**config.mk**
```make
export PLATFORM = sky130hd
export DESIGN_NAME = utf16le_to_utf8_transcoder_unit_flat
export DESIGN_NICKNAME = d
export VERILOG_FILES = /design/src/tuf_pkg.sv /design/src/tuf_ifs.sv /design/src/utf16le_to_utf8_transcoder_unit.sv /design/src/tuf_front.sv /design/src/tuf_queue.sv /design/src/tuf_back.sv /design/src/flat_wrapper.sv
export VERILOG_INCLUDE_DIRS = /design/src /design/src/src
export SDC_FILE = /design/constraint.sdc
export NUM_CORES = 1
export LEC_CHECK = 0
export ABC_AREA = 1
export ABC_CLOCK_PERIOD_IN_PS = 22600
export BUFFER_PORTS_ARGS = -buffer_cell sky130_fd_sc_hd__buf_2
export CAP_MARGIN = 15
export CORE_AREA = 8 8 126 151
export CTS_BUF_LIST = sky130_fd_sc_hd__clkbuf_8
export CTS_CLUSTER_DIAMETER = 80
export DETAILED_ROUTE_END_ITERATION = 6
export DIE_AREA = 0 0 134 159
export HOLD_SLACK_MARGIN = 0.02
export PLACE_DENSITY_LB_ADDON = 0.1
export SYNTH_ARGS = -nofsm -noshare
export SYNTH_HDL_FRONTEND = slang
export SYNTH_HIERARCHICAL = 1
export SYNTH_SLANG_ARGS = --single-unit
```
**constraint.sdc**
```tcl
create_clock -name i_clk -period 22.6 [get_ports i_clk]
set_input_delay 4.52 -clock i_clk [delete_from_list [all_inputs] [get_ports i_clk]]
set_output_delay 4.52 -clock i_clk [all_outputs]
set_load 0.1 [all_outputs]
```
**src/assert_macros.svh**
```systemverilog
// Assertion macros shared by the transcoder RTL.
// Each macro expands to one labeled concurrent assertion on a clock with active-low reset.
`ifndef ASSERT_MACROS_SVH
`define ASSERT_MACROS_SVH

// Property holds in every cycle outside reset.
`define ASSERT_ALWAYS(label, clk, rst_n, prop, msg) \
    label: assert property (@(posedge clk) disable iff (!rst_n) (prop)) else $error(msg);

// When pre holds, post must hold in the following cycle.
`define ASSERT_NEXT(label, clk, rst_n, pre, post, msg) \
    label: assert property (@(posedge clk) disable iff (!rst_n) (pre) |=> (post)) \
        else $error(msg);

`endif

```
**src/tuf_pkg.sv**
```systemverilog
// Shared types and constants of the UTF-16LE to UTF-8 transcoder.
// No dependencies; imported by every module of the block.
`default_nettype none

package tuf_pkg;

    localparam int unsigned JOB_BYTES = 8;

    localparam logic [5:0]  HIGH_TAG        = 6'b110110;
    localparam logic [5:0]  LOW_TAG         = 6'b110111;
    localparam logic [15:0] MAX_UNITS_RESET = 16'hFFFF;
    localparam logic [20:0] SUPP_BASE       = 21'h10000;
    localparam logic [15:0] ONE_BYTE_LIMIT  = 16'h0080;
    localparam logic [15:0] TWO_BYTE_LIMIT  = 16'h0800;

    localparam logic [7:0]  REPL_B0   = 8'hEF;
    localparam logic [7:0]  REPL_B1   = 8'hBF;
    localparam logic [7:0]  REPL_B2   = 8'hBD;
    localparam logic [7:0]  TERM_BYTE = 8'h00;

    // Bytes of one input unit, emitted in order from index 0.
    typedef struct packed {
        logic [JOB_BYTES-1:0][7:0] bytes;
        logic [2:0]                n;
        logic                      fin;
    } t_job;

endpackage

`default_nettype wire

```
**src/tuf_ifs.sv**
```systemverilog
// Handshake channel interfaces of the transcoder: code units in, bytes out, config write.
// Depends on nothing; valid and ready move one transaction per edge when both are high.
`default_nettype none

interface tuf_unit_if;
    logic        valid;
    logic        ready;
    logic [15:0] code_unit;
    logic        final_unit;
    modport source (output valid, code_unit, final_unit, input ready);
    modport sink   (input valid, code_unit, final_unit, output ready);
endinterface

interface tuf_byte_if;
    logic       valid;
    logic       ready;
    logic [7:0] out_byte;
    logic       run_end;
    logic       string_end;
    modport source (output valid, out_byte, run_end, string_end, input ready);
    modport sink   (input valid, out_byte, run_end, string_end, output ready);
endinterface

interface tuf_cfg_if;
    logic        valid;
    logic        ready;
    logic [15:0] max_units;
    modport source (output valid, max_units, input ready);
    modport sink   (input valid, max_units, output ready);
endinterface

`default_nettype wire

```
**src/utf16le_to_utf8_transcoder_unit.sv**
```systemverilog
// UTF-16LE to UTF-8 transcoder: accepts one code unit per transaction on i_unit and delivers
// UTF-8 bytes one per transaction on o_byte. A unit is accepted whenever the two-entry job queue
// has room, so units enter back to back while bytes drain; each unit then causes as many output
// bytes as its job holds (0 for a held high surrogate, 1 to 3 for a BMP unit, 4 for a pair,
// up to 7 when a flush and a terminator are added). The sustained rate is set by the byte-wide
// output port. max_units must be written through i_cfg only while the block is idle; the block
// itself does not enforce this. max_units resets to 65535.
// Depends on tuf_pkg, tuf_ifs.sv, tuf_front, tuf_queue and tuf_back.
`default_nettype none

module utf16le_to_utf8_transcoder_unit
    import tuf_pkg::*;
(
    input  wire         i_clk,
    input  wire         i_rst_n,
    tuf_unit_if.sink    i_unit,
    tuf_cfg_if.sink     i_cfg,
    tuf_byte_if.source  o_byte
);

    logic push, pop, full, empty;
    t_job job, head;

    tuf_front u_front (
        .i_clk   (i_clk),
        .i_rst_n (i_rst_n),
        .i_unit  (i_unit),
        .i_cfg   (i_cfg),
        .i_full  (full),
        .o_push  (push),
        .o_job   (job)
    );

    tuf_queue u_queue (
        .i_clk   (i_clk),
        .i_rst_n (i_rst_n),
        .i_push  (push),
        .i_job   (job),
        .i_pop   (pop),
        .o_full  (full),
        .o_empty (empty),
        .o_head  (head)
    );

    tuf_back u_back (
        .i_clk   (i_clk),
        .i_rst_n (i_rst_n),
        .i_empty (empty),
        .i_head  (head),
        .o_pop   (pop),
        .o_byte  (o_byte)
    );

endmodule

`default_nettype wire

```
**src/tuf_front.sv**
```systemverilog
// Front end: accepts code units, tracks surrogate and count state, builds byte jobs.
// Depends on tuf_pkg and the channel interfaces in tuf_ifs.sv.
`default_nettype none
`include "assert_macros.svh"

module tuf_front
    import tuf_pkg::*;
(
    input  wire         i_clk,
    input  wire         i_rst_n,
    tuf_unit_if.sink    i_unit,
    tuf_cfg_if.sink     i_cfg,
    input  wire         i_full,
    output logic        o_push,
    output t_job        o_job
);

    logic [15:0] r_max_units;
    logic [9:0]  r_held_high;
    logic        r_held_valid;
    logic [15:0] r_count;

    logic [15:0] c;
    logic        accept;
    logic        is_zero, is_high, is_low;
    logic [15:0] count_inc;
    logic        fin, pair, a_repl, new_held;
    logic [20:0] cp;
    t_job        job;

    assign i_cfg.ready  = 1'b1;
    assign i_unit.ready = !i_full;
    assign accept       = i_unit.valid && !i_full;

    assign c         = i_unit.code_unit;
    assign is_zero   = (c == 16'd0);
    assign is_high   = (c[15:10] == HIGH_TAG);
    assign is_low    = (c[15:10] == LOW_TAG);
    assign count_inc = r_count + 16'd1;
    assign fin       = is_zero || i_unit.final_unit || (count_inc >= r_max_units);
    assign pair      = !is_zero && r_held_valid && is_low;
    assign a_repl    = r_held_valid && !pair;
    assign new_held  = !is_zero && is_high;
    assign cp        = SUPP_BASE + {1'b0, r_held_high, c[9:0]};

    always_comb begin
        logic [2:0] pos;
        pos = 3'd0;
        job = '0;
        // held unit that did not pair flushes first
        if (a_repl) begin
            job.bytes[pos] = REPL_B0; pos = pos + 3'd1;
            job.bytes[pos] = REPL_B1; pos = pos + 3'd1;
            job.bytes[pos] = REPL_B2; pos = pos + 3'd1;
        end
        if (!is_zero) begin
            priority if (pair) begin
                job.bytes[pos] = {5'b11110, cp[20:18]}; pos = pos + 3'd1;
                job.bytes[pos] = {2'b10, cp[17:12]};    pos = pos + 3'd1;
                job.bytes[pos] = {2'b10, cp[11:6]};     pos = pos + 3'd1;
                job.bytes[pos] = {2'b10, cp[5:0]};      pos = pos + 3'd1;
            end else if (is_high) begin
                pos = pos;
            end else if (is_low) begin
                job.bytes[pos] = REPL_B0; pos = pos + 3'd1;
                job.bytes[pos] = REPL_B1; pos = pos + 3'd1;
                job.bytes[pos] = REPL_B2; pos = pos + 3'd1;
            end else if (c < ONE_BYTE_LIMIT) begin
                job.bytes[pos] = {1'b0, c[6:0]}; pos = pos + 3'd1;
            end else if (c < TWO_BYTE_LIMIT) begin
                job.bytes[pos] = {3'b110, c[10:6]}; pos = pos + 3'd1;
                job.bytes[pos] = {2'b10, c[5:0]};   pos = pos + 3'd1;
            end else begin
                job.bytes[pos] = {4'b1110, c[15:12]}; pos = pos + 3'd1;
                job.bytes[pos] = {2'b10, c[11:6]};    pos = pos + 3'd1;
                job.bytes[pos] = {2'b10, c[5:0]};     pos = pos + 3'd1;
            end
        end
        if (fin) begin
            // a high surrogate that arrives at string end flushes at once
            if (new_held) begin
                job.bytes[pos] = REPL_B0; pos = pos + 3'd1;
                job.bytes[pos] = REPL_B1; pos = pos + 3'd1;
                job.bytes[pos] = REPL_B2; pos = pos + 3'd1;
            end
            job.bytes[pos] = TERM_BYTE; pos = pos + 3'd1;
        end
        job.n   = pos;
        job.fin = fin;
    end

    assign o_job  = job;
    assign o_push = accept && (job.n != 3'd0);

    always_ff @(posedge i_clk) begin
        if (!i_rst_n) begin
            r_max_units <= MAX_UNITS_RESET;
        end else if (i_cfg.valid) begin
            r_max_units <= i_cfg.max_units;
        end
    end

    always_ff @(posedge i_clk) begin
        if (!i_rst_n) begin
            r_held_valid <= 1'b0;
            r_held_high  <= 10'd0;
            r_count      <= 16'd0;
        end else if (accept) begin
            if (fin) begin
                r_held_valid <= 1'b0;
                r_held_high  <= 10'd0;
                r_count      <= 16'd0;
            end else begin
                r_held_valid <= new_held;
                r_held_high  <= new_held ? c[9:0] : 10'd0;
                r_count      <= count_inc;
            end
        end
    end

    `ASSERT_NEXT(a_fin_clears_state, i_clk, i_rst_n, accept && fin,
        !r_held_valid && (r_count == 16'd0), "string end left state behind")
    `ASSERT_ALWAYS(a_no_empty_push, i_clk, i_rst_n,
        !o_push || (o_job.n != 3'd0), "empty job pushed")

endmodule

`default_nettype wire

```
**src/tuf_queue.sv**
```systemverilog
// Two-entry job queue between the front end and the byte serializer.
// Depends on tuf_pkg for the job type.
`default_nettype none
`include "assert_macros.svh"

module tuf_queue
    import tuf_pkg::*;
(
    input  wire   i_clk,
    input  wire   i_rst_n,
    input  wire   i_push,
    input  t_job  i_job,
    input  wire   i_pop,
    output logic  o_full,
    output logic  o_empty,
    output t_job  o_head
);

    t_job       r_mem [2];
    logic       r_wr, r_rd;
    logic [1:0] r_cnt;

    assign o_full  = (r_cnt == 2'd2);
    assign o_empty = (r_cnt == 2'd0);
    assign o_head  = r_mem[r_rd];

    always_ff @(posedge i_clk) begin
        if (i_push) begin
            r_mem[r_wr] <= i_job;
        end
    end

    always_ff @(posedge i_clk) begin
        if (!i_rst_n) begin
            r_wr  <= 1'b0;
            r_rd  <= 1'b0;
            r_cnt <= 2'd0;
        end else begin
            if (i_push) r_wr <= !r_wr;
            if (i_pop)  r_rd <= !r_rd;
            unique case ({i_push, i_pop})
                2'b10:   r_cnt <= r_cnt + 2'd1;
                2'b01:   r_cnt <= r_cnt - 2'd1;
                default: r_cnt <= r_cnt;
            endcase
        end
    end

    `ASSERT_ALWAYS(a_no_overflow, i_clk, i_rst_n,
        !(i_push && o_full) && !(i_pop && o_empty), "queue over or underflow")

endmodule

`default_nettype wire

```
**src/tuf_back.sv**
```systemverilog
// Back end: serializes the head job of the queue one byte per output transaction.
// Depends on tuf_pkg and the byte channel interface in tuf_ifs.sv.
`default_nettype none
`include "assert_macros.svh"

module tuf_back
    import tuf_pkg::*;
(
    input  wire         i_clk,
    input  wire         i_rst_n,
    input  wire         i_empty,
    input  t_job        i_head,
    output logic        o_pop,
    tuf_byte_if.source  o_byte
);

    logic [2:0] r_idx;
    logic       last_byte;
    logic       take;

    assign last_byte         = (r_idx == (i_head.n - 3'd1));
    assign take              = o_byte.valid && o_byte.ready;
    assign o_byte.valid      = !i_empty;
    assign o_byte.out_byte   = i_head.bytes[r_idx];
    assign o_byte.run_end    = last_byte;
    assign o_byte.string_end = last_byte && i_head.fin;
    assign o_pop             = take && last_byte;

    always_ff @(posedge i_clk) begin
        if (!i_rst_n) begin
            r_idx <= 3'd0;
        end else if (take) begin
            r_idx <= last_byte ? 3'd0 : r_idx + 3'd1;
        end
    end

    `ASSERT_ALWAYS(a_idx_in_job, i_clk, i_rst_n,
        i_empty || (r_idx < i_head.n), "byte index past end of job")

endmodule

`default_nettype wire
```
**src/flat_wrapper.sv**
```systemverilog
// flat-port wrapper written by rule: the top's interface ports become plain ports
module utf16le_to_utf8_transcoder_unit_flat import tuf_pkg::*;
  (i_clk, i_rst_n, i_unit_valid, i_unit_code_unit, i_unit_final_unit, i_unit_ready, i_cfg_valid, i_cfg_max_units, i_cfg_ready, o_byte_valid, o_byte_out_byte, o_byte_run_end, o_byte_string_end, o_byte_ready);
  tuf_unit_if i_unit_i ();
  tuf_cfg_if i_cfg_i ();
  tuf_byte_if o_byte_i ();
  input  wire i_clk;
  input  wire i_rst_n;
  input wire logic [$bits(i_unit_i.valid)-1:0] i_unit_valid;
  input wire logic [$bits(i_unit_i.code_unit)-1:0] i_unit_code_unit;
  input wire logic [$bits(i_unit_i.final_unit)-1:0] i_unit_final_unit;
  output wire logic [$bits(i_unit_i.ready)-1:0] i_unit_ready;
  input wire logic [$bits(i_cfg_i.valid)-1:0] i_cfg_valid;
  input wire logic [$bits(i_cfg_i.max_units)-1:0] i_cfg_max_units;
  output wire logic [$bits(i_cfg_i.ready)-1:0] i_cfg_ready;
  output wire logic [$bits(o_byte_i.valid)-1:0] o_byte_valid;
  output wire logic [$bits(o_byte_i.out_byte)-1:0] o_byte_out_byte;
  output wire logic [$bits(o_byte_i.run_end)-1:0] o_byte_run_end;
  output wire logic [$bits(o_byte_i.string_end)-1:0] o_byte_string_end;
  input wire logic [$bits(o_byte_i.ready)-1:0] o_byte_ready;
  assign i_unit_i.valid = i_unit_valid;
  assign i_unit_i.code_unit = i_unit_code_unit;
  assign i_unit_i.final_unit = i_unit_final_unit;
  assign i_unit_ready = i_unit_i.ready;
  assign i_cfg_i.valid = i_cfg_valid;
  assign i_cfg_i.max_units = i_cfg_max_units;
  assign i_cfg_ready = i_cfg_i.ready;
  assign o_byte_valid = o_byte_i.valid;
  assign o_byte_out_byte = o_byte_i.out_byte;
  assign o_byte_run_end = o_byte_i.run_end;
  assign o_byte_string_end = o_byte_i.string_end;
  assign o_byte_i.ready = o_byte_ready;
  utf16le_to_utf8_transcoder_unit u_core (.i_clk(i_clk), .i_rst_n(i_rst_n), .i_unit(i_unit_i), .i_cfg(i_cfg_i), .o_byte(o_byte_i));
endmodule
```
==> results.sh <==
export IMPL_cts_buffer_depth=2
export IMPL_min_delay_worst_endpoint="u_core/u_front/r_max_units[0]"
export IMPL_cpPeakStageDelay_ns=0.69
export IMPL_grt_overflow=0
export IMPL_cap_violations=0
export IMPL_num_rows=52
export IMPL_ys_ff_latch=187
export IMPL_synth_top_flop_cell="edfxtp_1"
export IMPL_firstDrtPassIters=7
export IMPL_power_uw=778
export IMPL_die_w_um=134
export IMPL_antenna_found_initial=0
export IMPL_yosysSeqAreaShare=0.484
export IMPL_final_setup_tns_ns=0
export IMPL_setup_worst_path_class="in2reg"
export IMPL_clock_latency_ns=0.47
export IMPL_synth_mux_area_frac=0.0798
export IMPL_grt_max_degree=69
export IMPL_diodes=0
export IMPL_place_ws_ns=12.63
export IMPL_min_delay_path_depth=2
export IMPL_fin_nets=1251
export IMPL_critPathLaunchType="primary input"
export IMPL_synth_xor_area_frac=0.0125
export IMPL_vias_per_cell=5.83
export IMPL_utilization=0.676
export IMPL_path_cells="buf_2, inv_1, nor2_2, nand2_2, nor2_2, nand3_4, nand2_1, inv_1, ha_1, nor2_1, nor2_2, o21ai_4, ha_1, or2_2, o21ai_4, inv_2, ha_1, nand2_1, o21ai_0, a21oi_1, a21oi_1, inv_1, nor2_4, buf_4"
export IMPL_coreArea_um2=16600
export IMPL_hold_buffers=0
export IMPL_clk_pin_slew_ns=0.10
export IMPL_ff2ff_path_depth=20
export IMPL_synth_area_um2=10500
export IMPL_cp_max_fo=68
export IMPL_worstPathRequired_ns=22.69
export IMPL_grt_pass1_vias=8081
export IMPL_cp_end_kind="flop"
export IMPL_synth_edf_count=136
export IMPL_fin_crit_sh=0.424
export IMPL_r2r_start="u_core/u_front/r_held_valid"
export IMPL_drtAntennaViolNets=0
export IMPL_yosys_area_share_adder=0.0332
export IMPL_routedWlPerCell_um=19.1
export IMPL_rsz0062_at_grt="no"
export IMPL_synth_top_family_by_area="simple AND/OR/NAND/NOR gates"
export IMPL_drc=0
export IMPL_hp_start="u_core/u_front/r_max_units[0]"
export IMPL_hp_class="reg2reg"
export IMPL_slew_viol_final=0
export IMPL_ir_drop_uv=33.6
export IMPL_yosysUniqueCellTypes=51
export IMPL_synth_compound_area_frac=0.111
export IMPL_hold_violations=0
export IMPL_power_density_nw_per_um2=69.3
export IMPL_ff2ff_setup_slack_ns=17.16
export IMPL_worst_pin_slew_ns=1.02
export IMPL_setup_viol=0
export IMPL_finalWorstSetupSlack_ns=13.02
export IMPL_dpl_hpwl_mm=19.3
export IMPL_wl_mm=27.0
export IMPL_areaGrowthSynthToFinish_pct=6.48
export IMPL_boundaryPins=51
export IMPL_clock_sinks=187
export IMPL_postCtsSetupBuffers=0
export IMPL_avgSynthCellArea_um2=9.11
export IMPL_rr_endpoint="u_core/u_queue/r_mem[0][47]"
export IMPL_start_util=0.635
export IMPL_critical_path_slowest_cell="buf_4"
export IMPL_cts_tree="done"
export IMPL_via_count=8247
export IMPL_ys_warnings_count=6
export IMPL_grt_usage=0.253
export IMPL_routabilityCongestion=0.974
export IMPL_leakage_uw=0.00477
export IMPL_fin_skew_ns=0.0149
export IMPL_synth_simple_gate_area_frac=0.199
export IMPL_grt_pass1_wl_mm=42.3
export IMPL_period_minus_slack_ns=9.58
export IMPL_dieArea_um2=21300
export IMPL_slew_headroom=0.318
export IMPL_htree_num_levels=4
export IMPL_numCtsBuffers=17
export IMPL_die_h_um=159
export IMPL_cts_repair_resized=0
export IMPL_synth_cells=1157
export IMPL_drtIter0Drc=799
export IMPL_outcome="finished, final reports clean"
export IMPL_cts_root_buf="clkbuf_8"
export IMPL_port_buffers=49
export IMPL_timing_hold_ws_ns=0.472
export IMPL_clock_fmax_mhz=104
export IMPL_drive_above_1_share=0.184
export IMPL_synth_async_sr_flop_share=0
export IMPL_crit_arrival_ns=9.67
-- worst max-delay path by stage --
stage                               from                     endpoint  slack (ns)
floorplan           i_unit_code_unit[13]   u_core/u_queue/r_mem[0][0]       11.58
global placement    i_unit_code_unit[11]  u_core/u_queue/r_mem[0][55]       12.70
detailed placement  i_unit_code_unit[13]  u_core/u_queue/r_mem[0][55]       12.63
CTS                 i_unit_code_unit[13]  u_core/u_queue/r_mem[0][40]       13.12
global route        i_unit_code_unit[12]  u_core/u_queue/r_mem[0][37]       12.73
finish              i_unit_code_unit[11]  u_core/u_queue/r_mem[0][47]       13.02
-- synth_stat cells, types with 3 or more instances --
master | n | area (um2)
nand2_4 | 4 | 45.0
xnor2_1 | 4 | 35.0
a21oi_1 | 85 | 425
nor2_4 | 6 | 67.6
inv_1 | 112 | 420
nand2_2 | 13 | 81.3
xor2_1 | 11 | 96.3
mux2_2 | 48 | 541
nand2_1 | 227 | 852
inv_2 | 10 | 37.5
a211oi_1 | 3 | 22.5
or2_2 | 5 | 31.3
nand3_1 | 63 | 315
nand3_2 | 5 | 50.1
mux2_4 | 20 | 300
o21ai_1 | 12 | 60.1
nor2_2 | 7 | 43.8
edfxtp_1 | 136 | 4080
buf_6 | 6 | 67.6
buf_4 | 16 | 120
a22oi_1 | 6 | 45.0
o21ai_0 | 67 | 335
ha_1 | 28 | 350
nand4_1 | 12 | 75.1
o22ai_1 | 24 | 150
nor3_1 | 10 | 50.1
dfxtp_1 | 51 | 1020
nand4_2 | 3 | 37.5
clkbuf_1 | 17 | 63.8
nor2_1 | 107 | 402
buf_2 | 11 | 55.1
-- cell families (layout without fill, tap and decap cells) --
family / count (synthesis) / in the layout
muxes: 68 / 68
other: 2 / 7
DFF: 187 / 187
buffers and inverters: 180 / 216
adders and majority gates: 28 / 28
AOI/OAI and AO/OA: 211 / 211
xor gates and xnor gates: 15 / 15
and+or+nand+nor: 466 / 466
-- through the flow --
stage	instances	area, um2
5_1_grt	1414	11200
6_report	1414	11200
3_3_place_gp	1382	10800
2_1_floorplan	1162	10600
3_5_place_dp	1382	10800
4_1_cts	1414	11200
-- cells in the final DEF, fill, tap and decap left out, types with 7 or more instances in the layout --
cell      Yosys  routed
nand3_1      63      63
nand2_2      13      13
nand2_1     227     227
conb_1        2       7
xor2_1       11      11
nor3_1       10      10
nor2_4        6       7
edfxtp_1    136     136
o21ai_1      12      12
inv_2        10      11
nor2_1      107     106
inv_1       112     111
nand4_1      12      12
mux2_4       20      20
ha_1         28      28
dfxtp_1      51      50
o22ai_1      24      24
buf_4        16       8
mux2_2       48      48
o21ai_0      67      67
buf_2        11      49
a21oi_1      85      85
clkbuf_8      1      17
nor2_2        7       7
-- per-layer routing --
metal  vias to the layer above  part of all wire  track usage
met5                         -                 0            0
met4                         0             0.033        0.103
met3                        58             0.051       0.0354
met2                       324              0.50        0.440
met1                      3885              0.41        0.308
li1                       3980                 -            -
-- worst max-delay path: cells and delay by family --
family,cells,cell delay [ns]
AND/OR/NAND/NOR,10,1.81
AO/OA/AOI/OAI,5,0.87
adder cells (fa/ha/maj),3,0.90
buffers and inverters,6,1.53
-- area by class of cell --
| type | instances | area, um2 |
|---|---|---|
| clock buffer | 17 | 234 |
| clock inverter | 15 | 194 |
| fill | 1371 | 5370 |
| inverter | 127 | 482 |
| multi-input combinational | 795 | 4630 |
| sequential | 187 | 5110 |
| tap | 216 | 270 |
| timing repair buffer | 57 | 305 |
-- registers in the layout, summed over array words and instances, names as in the netlist, named ones only --
name	flops
u_core/u_queue/r_mem	136
u_core/u_front/r_count	16
u_core/u_front/r_max_units	16
u_core/u_front/r_held_high	10
u_core/u_back/r_idx	3
u_core/u_queue/r_cnt	2
u_core/u_front/r_held_valid	1
u_core/u_queue/r_rd	1
u_core/u_queue/r_wr	1
-- report_power, final --
group / switching (uW) / total, uW / internal [uW]
registers: 7.87 / 399 / 391
logic: 107 / 147 / 40.0
clock network: 137 / 233 / 96.1
No activity file was read; power rests on OpenSTA's default activity.
